===== config.mk =====
export PLATFORM = sky130hd
export DESIGN_NAME = gps_front
export DESIGN_NICKNAME = d
export VERILOG_FILES = /design/src/design/gps_pkg.sv /design/src/design/gps_front.sv
export SDC_FILE = /design/constraint.sdc
export NUM_CORES = 2
export LEC_CHECK = 0
export BUFFER_PORTS_ARGS = -buffer_cell sky130_fd_sc_hd__clkbuf_2
export CAP_MARGIN = 20
export CORE_MARGIN = 1.5
export CORE_UTILIZATION = 60
export DETAILED_ROUTE_END_ITERATION = 16
export PLACE_DENSITY = 0.78
export SLEW_MARGIN = 20
export SYNTH_ARGS = -nofsm -noshare
export SYNTH_HDL_FRONTEND = slang
export SYNTH_SLANG_ARGS = --single-unit

===== constraint.sdc =====
create_clock -name clk -period 16.19 [get_ports clk]
set_input_delay 1.619 -clock clk [delete_from_list [all_inputs] [get_ports clk]]
set_output_delay 1.619 -clock clk [all_outputs]
set_load 0.01 [all_outputs]

===== src/design/gps_pkg.sv =====
package gps_pkg;

  localparam int UNIFORM_BITS = 32;
  localparam int UP_SHIFT     = 64 - 2 * UNIFORM_BITS;

  localparam logic [63:0] ONE_Q62     = 64'h4000_0000_0000_0000;
  localparam logic [63:0] TWO_LN2_Q62 = 64'h58B9_0BFB_E8E7_BCD6;
  localparam logic [63:0] LOG_TOP     = 64'(62) << 56;

  localparam int QUEUE_DEPTH = 4;
  localparam int QPTR_W      = $clog2(QUEUE_DEPTH);

  localparam logic [1:0] REG_MEAN    = 2'd0;
  localparam logic [1:0] REG_STD_DEV = 2'd1;
  localparam logic [1:0] REG_MIN_SQ  = 2'd2;

  localparam logic signed [34:0] OUT_MAX = 35'sd8589934591;
  localparam logic signed [34:0] OUT_MIN = -35'sd8589934592;

  typedef struct packed {
    logic [31:0] mean;
    logic [31:0] std_dev;
    logic [62:0] min_square_sum;
  } gps_cfg_t;

  typedef struct packed {
    logic [62:0] w;
    logic [62:0] a2;
    logic        neg;
  } gps_item_t;

  typedef enum logic [3:0] {
    ST_IDLE,
    ST_NORM,
    ST_SQ_MUL,
    ST_SQ_ADJ,
    ST_T_MUL,
    ST_DIV,
    ST_RT_MUL,
    ST_SQRT,
    ST_SD_MUL,
    ST_FIN
  } gps_state_t;

endpackage


===== src/design/gps_front.sv =====
module gps_front import gps_pkg::*; (
  input  logic        clk,
  input  logic        rst,
  input  gps_cfg_t    cfg,
  input  logic [31:0] uniform_a,
  input  logic [31:0] uniform_b,
  input  logic        in_valid,
  output logic        in_stall,
  input  logic        q_full,
  output logic        q_push,
  output gps_item_t   q_item
);

  localparam logic [UNIFORM_BITS-1:0] HALF = UNIFORM_BITS'(1) << (UNIFORM_BITS - 1);

  logic [UNIFORM_BITS-1:0] ua, ub, ma, mb;
  logic                    s1_valid;
  logic [63:0]             s1_a2, s1_b2;
  logic                    s1_neg;
  logic [63:0]             w_sum, floor_w, w_fl;
  logic                    keep;

  assign ua = uniform_a[UNIFORM_BITS-1:0];
  assign ub = uniform_b[UNIFORM_BITS-1:0];
  assign ma = (ua < HALF) ? HALF - ua : ua - HALF;
  assign mb = (ub < HALF) ? HALF - ub : ub - HALF;

  always_ff @(posedge clk) begin
    if (rst) begin
      s1_valid <= 1'b0;
    end else if (!in_stall) begin
      s1_valid <= in_valid;
    end
    if (in_valid && !in_stall) begin
      s1_a2  <= (64'(ma) * 64'(ma)) << UP_SHIFT;
      s1_b2  <= (64'(mb) * 64'(mb)) << UP_SHIFT;
      s1_neg <= ua < HALF;
    end
  end

  // reject zero and outside the unit circle, then apply the floor
  assign w_sum   = s1_a2 + s1_b2;
  assign keep    = (w_sum != 64'd0) && (w_sum <= ONE_Q62);
  assign floor_w = ({1'b0, cfg.min_square_sum} > ONE_Q62) ? ONE_Q62
                                                          : {1'b0, cfg.min_square_sum};
  assign w_fl    = (w_sum < floor_w) ? floor_w : w_sum;

  assign in_stall   = s1_valid && keep && q_full;
  assign q_push     = s1_valid && keep && !q_full;
  assign q_item.w   = w_fl[62:0];
  assign q_item.a2  = s1_a2[62:0];
  assign q_item.neg = s1_neg;

endmodule


==> results.yml <==
outcome:
  status: "completed"
yosys:
  syn_area_um2: 68700
  avgSynthCellArea_um2: 9.11
  yosysWarningCount: 0
  synthArstFlopShare_pct: 0
  ys_seq_area_share_pct: 5.58
  synth.distinct_cells: 85
  synth-edff-count: 127
  ys.flop_type: "edfxtp_1"
  synth-seq-cells: 128
  synthCells: 7541
sta:
  relSlewSlack_pct: 19.9
  hold_violations: 0
  setup-violations-final: 0
  worst_pin_slew_ps: 1200
  finalCritPeriodShare_pct: 84.7
  tns_ps: 0
  fmax_mhz: 72.9
  drv_slew: 0
  rsz0062_at_grt: "false"
  skew_ps: 10.3
  layout_min_cycle_time_ps: 13720
min_path:
  whs_path_depth: 3
  hold_end: "s1_valid"
  hp-start: "s1_valid"
  hold_path.class: "reg -> reg"
global_routing:
  grt_pass1_wl_um: 312000
  grt_overflow: 0
  grt_max_degree: 67
  top_usage_layer: "met2"
  use_met1_pct: 46.4
  antenna_found_initial: 7
  met3_usage_pct: 9.18
  grt_use_total_pct: 35.2
  grt_pass1_vias: 57102
  grt_util_met2_pct: 56.0
routing:
  wl_per_cell_um: 21.6
  drt-vias-per-instance: 5.74
  dr.first_iter.drc_count: 4233
  ant_nets: 0
  totalWireLength_um: 198000
  drcViolationCount: 0
  vias: 52778
  first_pass_iters: 6
floorplan:
  die_x_um: 341
  rows: 123
  die_h_um: 341
  num_io_pins: 324
  coreArea_um2: 113000
  start_util_pct: 60.8
  die-area_um2: 116000
place:
  portBuffers: 258
  place.gp.congestion: 0.985
  dp_hpwl_um: 165000
clock_tree:
  clkSinkCount: 128
  postCtsSetupBuffers: 0
  clock_latency_ps: 450
  hold_buffers: 0
  htree_levels: 4
  clk_pin_slew_ps: 60
  root_buffer: "clkbuf_16"
  cts_buffers: 17
  cts_resized: 0
  tritoncts: "built"
  clockBufferDepth: 2
worst_setup_path:
  critPathLaunchType: "input pin"
  crit_cells: 39
  reg2reg_from: "s1_a2[22]"
  cp_data_required_time_ps: 16390
  path_buf_inv: 10
  cp_max_fo: 21
  r2r_slack_ps: 8420
  crit_family: "adder cells"
  cp_slowest_stage_delay_ps: 810
  critPathKind: "in -> reg"
  cpMostUsedCell: "fa_1"
  critical-path-slowest-cell: "or4_1"
  rr_endpoint: "s1_a2[15]"
  critPathCaptureType: "register"
  reg2reg_depth: 17
  cp.arrival_ps: 13920
layout:
  fill_cells: 9261
  drive_above_1_share_pct: 6.30
  area_delta_synth_final_pct: 5.38
  final_common_cell: "inv_1"
  mostFrequentLayoutCells: "2052 x inv_1, 1590 x fa_1, 692 x ha_1"
  nets: 10159
run:
  drv_cap: 0
[state kept, by name (all words and copies together) (netlist names)]
signal,cells
s1_b2,63
s1_neg,1
s1_valid,1
s1_a2,63
[through the flow]
step / cells / area, µm² / hold slack (ps) / setup slack [ps] / utilization [%]
detailed placement: 9162 / 71700 / 783 / 2250 / 63.5
CTS: 9194 / 72300 / 795 / 2700 / 64.0
global route: 9195 / 72400 / 862 / 2030 / 64.1
global placement: 9162 / 71700 / 771 / 2550 / 63.5
floorplan: 7592 / 68900 / 723 / 4090 / -
finish: 9197 / 72400 / 809 / 2470 / 64.1
[cell usage after synthesis (10+ instances only)]
master | count | area (µm²)
and3_1 | 25 | 156
nor2_1 | 650 | 2440
or3_1 | 22 | 138
buf_4 | 64 | 480
nor2b_1 | 23 | 144
o21a_1 | 31 | 233
nor4_1 | 45 | 282
o21bai_1 | 33 | 248
a211oi_1 | 16 | 120
nor3_1 | 52 | 260
mux2i_1 | 45 | 450
clkinv_1 | 20 | 75.1
o31ai_1 | 14 | 105
nand2b_1 | 30 | 188
nand4_1 | 55 | 344
buf_1 | 14 | 52.6
edfxtp_1 | 127 | 3810
nand3_1 | 51 | 255
mux2_2 | 31 | 349
ha_1 | 692 | 8660
fa_1 | 1590 | 31800
xor2_1 | 99 | 867
nand2_1 | 639 | 2400
o21ai_0 | 114 | 571
and2_1 | 44 | 275
a31oi_1 | 20 | 125
a21o_1 | 150 | 1130
o211ai_1 | 10 | 75.1
inv_1 | 2053 | 7710
a2111oi_0 | 13 | 114
clkbuf_1 | 206 | 773
a21oi_1 | 241 | 1210
xnor2_1 | 177 | 1550
[worst min-delay path: cells and delay by family (launching register included)]
kind	cells	cell delay [ps]
DFF	1	330
AOI/OAI and AO/OA	1	220
muxes	1	150
and+or+nand+nor	1	70
[layout make-up]
type                            count  area [µm²]  share of cell area, %
Inverter                         2075        7790                   10.8
Multi-Input combinational cell   5102       56200                   77.6
Timing Repair Buffer              358        2050                   2.83
Sequential cell                   128        3830                   5.30
Antenna cell                        2        5.00                0.00692
Clock buffer                       17         425                  0.588
Tap cell                         1500        1880                   2.59
Clock inverter                     15         208                  0.287
[per-layer routing]
metal  up-vias  wire length, µm
met3       664            22800
met1     26446            75500
met5         -               27
li1      22929                -
met4         4             9450
met2      2735            90500
[cells by family (layout without fill, tap and decap cells)]
family                   after synthesis  count (layout)  synth area share, %
AO/OA/AOI/OAI                        736             736                 6.97
XOR/XNOR                             276             276                 3.52
adder cells (fa/ha/maj)             2282            2282                 59.0
buffers and inverters               2362            2465                 13.3
flip-flops                           128             128                 5.58
multiplexers                          76              76                 1.16
other                                  2              55               0.0109
AND/OR/NAND/NOR                     1679            1679                 10.5
[worst max path at each step]
stage                       from  slack, ps        end
detailed placement  uniform_b[0]       2250  s1_b2[61]
global placement    uniform_b[0]       2550  s1_b2[61]
CTS                 uniform_b[0]       2700  s1_b2[61]
global route        uniform_b[0]       2030  s1_b2[61]
floorplan           uniform_b[0]       4090  s1_b2[62]
finish              uniform_b[0]       2470  s1_b2[61]
Power is not shown: default switching activity piles up to over one toggle a cycle in this logic, so the estimate is an artifact.
