$ cat config.mk
export PLATFORM = sky130hd
export DESIGN_NAME = gps_queue
export DESIGN_NICKNAME = d
export VERILOG_FILES = /design/src/design/gps_pkg.sv /design/src/design/gps_queue.sv
export SDC_FILE = /design/constraint.sdc
export NUM_CORES = 1
export LEC_CHECK = 0
export BUFFER_PORTS_ARGS = -buffer_cell sky130_fd_sc_hd__buf_2
export CELL_PAD_IN_SITES_DETAIL_PLACEMENT = 1
export CELL_PAD_IN_SITES_GLOBAL_PLACEMENT = 1
export CORE_MARGIN = 1
export CORE_UTILIZATION = 40
export DETAILED_ROUTE_END_ITERATION = 6
export PLACE_DENSITY = 0.71
export SYNTH_ARGS = -nofsm -noshare
export SYNTH_HDL_FRONTEND = slang
export SYNTH_SLANG_ARGS = --single-unit
$ cat constraint.sdc
create_clock -name clk -period 4.43 [get_ports clk]
set_clock_uncertainty 0.05 [all_clocks]
set_input_delay 0 -clock clk [delete_from_list [all_inputs] [get_ports clk]]
set_output_delay 0 -clock clk [all_outputs]
set_load 0.1 [all_outputs]
$ cat src/design/gps_pkg.sv
package gps_pkg;

  localparam int UNIFORM_BITS = 32;
  localparam int UP_SHIFT     = 64 - 2 * UNIFORM_BITS;

  localparam logic [63:0] ONE_Q62     = 64'h4000_0000_0000_0000;
  localparam logic [63:0] TWO_LN2_Q62 = 64'h58B9_0BFB_E8E7_BCD6;
  localparam logic [63:0] LOG_TOP     = 64'(62) << 56;

  localparam int QUEUE_DEPTH = 4;
  localparam int QPTR_W      = $clog2(QUEUE_DEPTH);

  localparam logic [1:0] REG_MEAN    = 2'd0;
  localparam logic [1:0] REG_STD_DEV = 2'd1;
  localparam logic [1:0] REG_MIN_SQ  = 2'd2;

  localparam logic signed [34:0] OUT_MAX = 35'sd8589934591;
  localparam logic signed [34:0] OUT_MIN = -35'sd8589934592;

  typedef struct packed {
    logic [31:0] mean;
    logic [31:0] std_dev;
    logic [62:0] min_square_sum;
  } gps_cfg_t;

  typedef struct packed {
    logic [62:0] w;
    logic [62:0] a2;
    logic        neg;
  } gps_item_t;

  typedef enum logic [3:0] {
    ST_IDLE,
    ST_NORM,
    ST_SQ_MUL,
    ST_SQ_ADJ,
    ST_T_MUL,
    ST_DIV,
    ST_RT_MUL,
    ST_SQRT,
    ST_SD_MUL,
    ST_FIN
  } gps_state_t;

endpackage

$ cat src/design/gps_queue.sv
module gps_queue import gps_pkg::*; (
  input  logic      clk,
  input  logic      rst,
  input  logic      push,
  input  gps_item_t push_item,
  output logic      full,
  input  logic      pop,
  output logic      valid,
  output gps_item_t head
);

  gps_item_t         mem [QUEUE_DEPTH];
  logic [QPTR_W-1:0] wr_ptr, rd_ptr;
  logic [QPTR_W:0]   count;

  assign full  = count == (QPTR_W+1)'(QUEUE_DEPTH);
  assign valid = count != '0;
  assign head  = mem[rd_ptr];

  always_ff @(posedge clk) begin
    if (rst) begin
      wr_ptr <= '0;
      rd_ptr <= '0;
      count  <= '0;
    end else begin
      if (push) wr_ptr <= wr_ptr + 1'b1;
      if (pop) rd_ptr <= rd_ptr + 1'b1;
      if (push && !pop) count <= count + 1'b1;
      else if (pop && !push) count <= count - 1'b1;
    end
    if (push) mem[wr_ptr] <= push_item;
  end

`ifndef SYNTHESIS
  a_no_overflow: assert property (@(posedge clk) disable iff (rst) push |-> !full)
    else $error("queue overflow");
  a_no_underflow: assert property (@(posedge clk) disable iff (rst) pop |-> valid)
    else $error("queue underflow");
  a_count_up: assert property (@(posedge clk) disable iff (rst)
    (push && !pop) |=> (count == $past(count) + 1'b1))
    else $error("queue count did not follow push");
`endif

endmodule

==> impl_metrics.py, run 1 <==
metrics = {
    "grt": {
        "top_usage_layer": "met2",
        "first_global_vias": 9929,
        "met1_usage": 0.2225,
        "grt_remaining_overflow": 0,
        "grtUsageMet2": 0.2901,
        "grt_start_max_net_pins": 105,
        "track_usage": 0.1740,
        "antenna_found_initial": 2,
        "grt_use_met3": 0.04454,
        "grt_pass1_wl_um": 61240,
    },
    "placed_design": {
        "dpl.cell_count": 1552,
        "port_buffers": 259,
        "hpwl_um": 23690,
        "pre_cts_ws_ns": 2.106,
        "gp_congestion": 0.6937,
    },
    "final_layout": {
        "fillCellCount": 4087,
        "seq_area_um2": 15440,
        "drive_above_1_share": 0.4091,
        "nNetsFinal": 1276,
        "area_growth_pct": 27.37,
        "final_util": 0.5210,
        "final_cell_mix": "508 x edfxtp_1, 259 x buf_2, 131 x dlygate4sd3_1",
        "layout.cells.non_filler": 1784,
        "final_common_cell": "edfxtp_1",
        "multi_input_area_um2": 3102,
    },
    "cts": {
        "clk_path_buf_depth": 3,
        "cts_tree": "built",
        "postCtsSetupBuffers": 0,
        "cts_sinks": 517,
        "path_clk_slew_ns": 0.06,
        "root_buffer": "clkbuf_16",
        "numCtsBuffers": 54,
        "ctsResizeCount": 0,
        "clock_latency_ns": 0.58,
        "cts_max_level": 2,
    },
    "yosys": {
        "synthTopCellsByArea": "edfxtp_1 81%, mux4_2 15%, dfxtp_1 0.96%",
        "synth_top_cell_by_area": "edfxtp_1",
        "syn_area_um2": 18720,
        "yosys_warnings": 0,
        "async_reset_ff_frac": 0,
        "syn_area_per_cell_um2": 26.48,
        "synthCells": 707,
        "netlist-cell-type-count": 21,
        "ys_seq_elements": 517,
        "synth.top_cell.area_share": 0.8147,
        "yosysSeqAreaShare": 0.8243,
        "synth.net_count": 844,
        "synth-edff-count": 508,
        "synth_ff_type": "edfxtp_1",
    },
    "timing": {
        "holdWs_ns": 0.1038,
        "fin_tns_setup_ns": 0,
        "slew_viol_final": 0,
        "setup_slack_ns": 1.594,
        "fin_crit_ns": 2.836,
        "setup_viol": 0,
        "fin_crit_sh": 0.6403,
        "tightest_slew_ns": 0.8737,
        "relSlewSlack": 0.4176,
        "timing.fmax_mhz": 352.6,
        "grt_setup_unrepaired": "false",
        "finalHoldViolCount": 0,
    },
    "floorplanning": {
        "fp.dieH_um": 218.4,
        "die_area_um2": 47680,
        "fp.coreArea_um2": 45770,
        "io-pin-count": 260,
        "initial_core_util": 0.4091,
        "die_x_um": 218.4,
        "num_rows": 78,
    },
    "routing": {
        "drt_iter0_markers": 445,
        "vias": 8945,
        "drc": 0,
        "ant_nets": 0,
        "dr.pass1.iters": 4,
        "via_per_inst": 5.014,
        "wl_per_cell_um": 22.81,
        "drt-total-wl_um": 40700,
    },
    "hold_path": {
        "min_to": "mem[0][82]",
        "hold_depth": 2,
        "hold_class": "in -> reg",
        "hp-start": "push_item[82]",
    },
    "critical_path": {
        "r2r_setup_slack_ns": 2.23,
        "timing.rr.end": "mem[0][79]",
        "cp_top_family": "buffers and inverters",
        "cp_max_fo": 51,
        "slowest_stage": "dfxtp_4",
        "timing.rr.start": "wr_ptr[0]",
        "cp-end-kind": "output pin",
        "crit_path_cell_trace": "buf_4 > mux4_2 > buf_2",
        "path_class": "reg -> out",
        "worst_ep_arrival_time_ns": 2.79,
        "path_buf_inv": 2,
        "start_kind": "register",
        "cp.required_ns": 4.38,
        "ff2ff_path_depth": 4,
        "critPathMaxStageDelay_ns": 0.87,
    },
    "pwr": {
        "irDropWorstVdd_mv": 0.3985,
        "cellLeakagePower_nw": 8.086,
        "power_density_nw_per_um2": 524.6,
    },
    "flow_run": {
        "cap_violations": 0,
    },
    "outcome": {
        "status": "finished, final reports clean",
    },
}
## worst reg2reg max path, cell delays in order, from the launching register on
cell	delay, ns
dfxtp_1	0.35
inv_1	0.10
ha_1	0.14
and2_4	0.64
buf_4	0.58
## cells by family (layout without fill, tap and decap cells)
group,after synthesis,in the layout,share of synthesized area
muxes,129,129,0.1538
AOI/OAI and AO/OA,2,2,0.0005341
other,0,1,0
buffers and inverters,33,509,0.01056
adders and majority gates,6,6,0.004410
and+or+nand+nor,15,15,0.004009
DFF,517,517,0.8243
xor gates and xnor gates,5,5,0.002339
## stage by stage
step                area [um^2]  total power [mW]
CTS                       23850             12.66
global route              23850             12.88
finish                    23850             12.51
detailed placement        20780             8.100
global placement          20780             8.062
floorplan                 18720             7.675
## what timing repair did
item                                   in CTS  in global routing
setup endpoints to repair                   0                  0
hold buffers                              131                  0
endpoints found under the hold margin     517                  0
## cell usage after synthesis, types with 2 or more instances
library cell,number
mux2i_1,2
nor2_1,7
ha_1,5
buf_8,3
buf_2,14
xnor2_1,2
inv_1,4
and2_1,4
buf_6,2
clkbuf_1,8
buf_4,2
mux4_2,127
dfxtp_1,9
xor2_1,3
edfxtp_1,508
or3_1,2
## worst max path at each step
| stage | startpoint | end | slack [ns] | depth (start not counted) |
|---|---|---|---|---|
| after global placement | register | head[24] | 2.12 | 3 |
| after detailed placement | register | head[24] | 2.11 | 3 |
| after floorplan | wr_ptr[0] | mem[0][0] | 0.42 | 3 |
| after CTS | register | head[24] | 1.45 | 3 |
| final | register | head[64] | 1.59 | 3 |
| after global routing | register | head[64] | 1.44 | 3 |
## routing by layer
metal	vias up	part of all wire
li1	3929	-
met1	4678	0.41
met2	265	0.50
met3	69	0.063
met4	4	0.022
met5	-	0.00066
## state kept, by name, summed over array words and instances, names as in the netlist, named ones only
name and flops:
mem 508, count 3, rd_ptr 2, wr_ptr 2
## power breakdown
part           internal, mW  switching (mW)
clock network          2.62            1.82
registers              5.62          0.0795
logic                 0.535            1.83
total                  8.78            3.73
## layout make-up
type                            count  area share
Timing Repair Buffer              405      0.1167
Multi-Input combinational cell    157      0.1301
Clock inverter                     36     0.01443
Tap cell                          600     0.03148
Antenna cell                        1   0.0001049
Clock buffer                       64     0.05913
Sequential cell                   517      0.6475
Inverter                            4   0.0006296
Power figures use the tool's default switching activity.
==> inputs of run 2 (changes only) <==
- clock period: 4.43 -> 2.9 ns (I/O delays scaled with it)
==> run 2 against run 1 <==
Effect of this change:
- hold slack better by 0.015 ns
- flip-flop and latch count did not move
- clock-buffer cell count is 4 higher
- wire length shrank 0.92%
- clock power rose by 52%
- sequential share of layout area is 0.31 points lower
- total power increased by 53%
- largest cell class unchanged
- highest routed layer unchanged
==> impl_metrics.py, run 2 (synthesis results as in run 1) <==
metrics = {
    "timing": {
        "fin_crit_ns": 2.510,
        "fin_tns_setup_ns": 0,
        "grt_setup_unrepaired": "false",
        "relSlewSlack": 0.5868,
        "timing.fmax_mhz": 398.4,
        "holdWs_ns": 0.1190,
        "slew_viol_final": 0,
        "fin_crit_sh": 0.8655,
        "setup_viol": 0,
        "finalHoldViolCount": 0,
        "tightest_slew_ns": 0.6198,
    },
    "cts": {
        "cts_sinks": 517,
        "path_clk_slew_ns": 0.06,
        "ctsResizeCount": 0,
        "clk_path_buf_depth": 3,
        "root_buffer": "clkbuf_16",
        "cts_tree": "built",
        "numCtsBuffers": 53,
        "cts_max_level": 2,
        "clock_latency_ns": 0.59,
    },
    "final_layout": {
        "largestRegisters": "mem x508, count x3",
        "fillCellCount": 4081,
        "drive_above_1_share": 0.4153,
        "area_growth_pct": 27.99,
        "final_cell_mix": "508 x edfxtp_1, 259 x buf_2, 131 x dlygate4sd3_1",
        "final_common_cell": "edfxtp_1",
        "regMostFlops": "mem",
        "layout.cells.non_filler": 1791,
        "nNetsFinal": 1280,
        "largest_register_ff_count": 508,
        "final_util": 0.5236,
    },
    "outcome": {
        "status": "finished, final reports clean",
    },
    "placed_design": {
        "hpwl_um": 24090,
        "port_buffers": 259,
        "dpl.cell_count": 1557,
        "gp_congestion": 0.6885,
    },
    "pwr": {
        "power_density_nw_per_um2": 796.1,
        "totalPowerFinal_mw": 19.08,
        "irDropWorstVdd_mv": 0.5174,
        "cellLeakagePower_nw": 8.135,
    },
    "floorplanning": {
        "io-pin-count": 260,
        "initial_core_util": 0.4091,
        "fp.coreArea_um2": 45770,
        "die_area_um2": 47680,
        "fp.dieH_um": 218.4,
        "die_x_um": 218.4,
        "num_rows": 78,
    },
    "routing": {
        "drc": 0,
        "met3_length_um": 2388,
        "route.met2.wl_um": 20410,
        "drt_iter0_markers": 547,
        "m1WireLength_um": 16840,
        "vias": 8989,
        "dr.pass1.iters": 4,
        "highest_layer": "met5",
        "wl_per_cell_um": 22.51,
        "ant_nets": 0,
        "via_per_inst": 5.019,
        "drt-total-wl_um": 40320,
    },
    "grt": {
        "track_usage": 0.1726,
        "grt_pass1_wl_um": 61040,
        "antenna_found_initial": 6,
        "grt_remaining_overflow": 0,
        "grt_start_max_net_pins": 60,
        "first_global_vias": 10130,
    },
    "critical_path": {
        "cp-end-kind": "output pin",
        "path_class": "reg -> out",
        "worst_ep_arrival_time_ns": 2.46,
        "start_kind": "register",
        "r2r_setup_slack_ns": 0.75,
        "cp_max_fo": 55,
        "cp.required_ns": 2.85,
    },
    "flow_run": {
        "cap_violations": 0,
    },
    "hold_path": {
        "hold_class": "in -> reg",
    },
}
-- run 2: metrics by stage --
stage               instance area [um^2]  worst slack (ns)
floorplan                          18730            0.3029
global placement                   20910            0.9684
detailed placement                 20910            0.9647
CTS                                23960            0.3092
global route                       23970            0.2315
finish                             23970            0.3902
-- run 2: what timing repair did --
item,4_1_cts,5_1_grt
setup buffers,0,0
hold buffers,131,0
hold endpoints to repair,543,0
-- run 2: routing by layer --
metal	up-vias	GRT usage
met5	-	0
met4	4	0.04429
met3	53	0.05024
met2	233	0.2904
met1	4759	0.2186
li1	3940	-
-- run 2: layout make-up --
cell class | instances | area (um^2) | share of cell area
timing repair buffer | 410 | 2908 | 0.1213
antenna | 4 | 10.01 | 0.0004177
tap | 600 | 750.7 | 0.03133
clock buffer | 68 | 1445 | 0.06030
clock inverter | 31 | 292.8 | 0.01222
inverter | 4 | 15.01 | 0.0006265
multi-input combinational | 157 | 3102 | 0.1294
sequential | 517 | 15440 | 0.6444
-- run 2: critical path: stages (launching register included) --
cell and delay [ns]:
dfxtp_4 0.47, buf_12 0.36, mux4_2 0.59, buf_2 0.31
-- run 2: path summary, 6_finish.rpt --
kind / start / end / cells after the start
min reg2reg: wr_ptr[0] / wr_ptr[0] / 2
min: push_item[114] / mem[2][114] / 2
max reg2reg: count[0] / count[2] / 5
max: register / head[118] / 3
-- run 2: power breakdown --
group / total [mW] / switching [mW] / internal, mW
sequential: 8.69 / 0.103 / 8.59
clock: 6.73 / 2.76 / 3.97
combinational: 3.66 / 2.83 / 0.836
total: 19.1 / 5.69 / 13.4
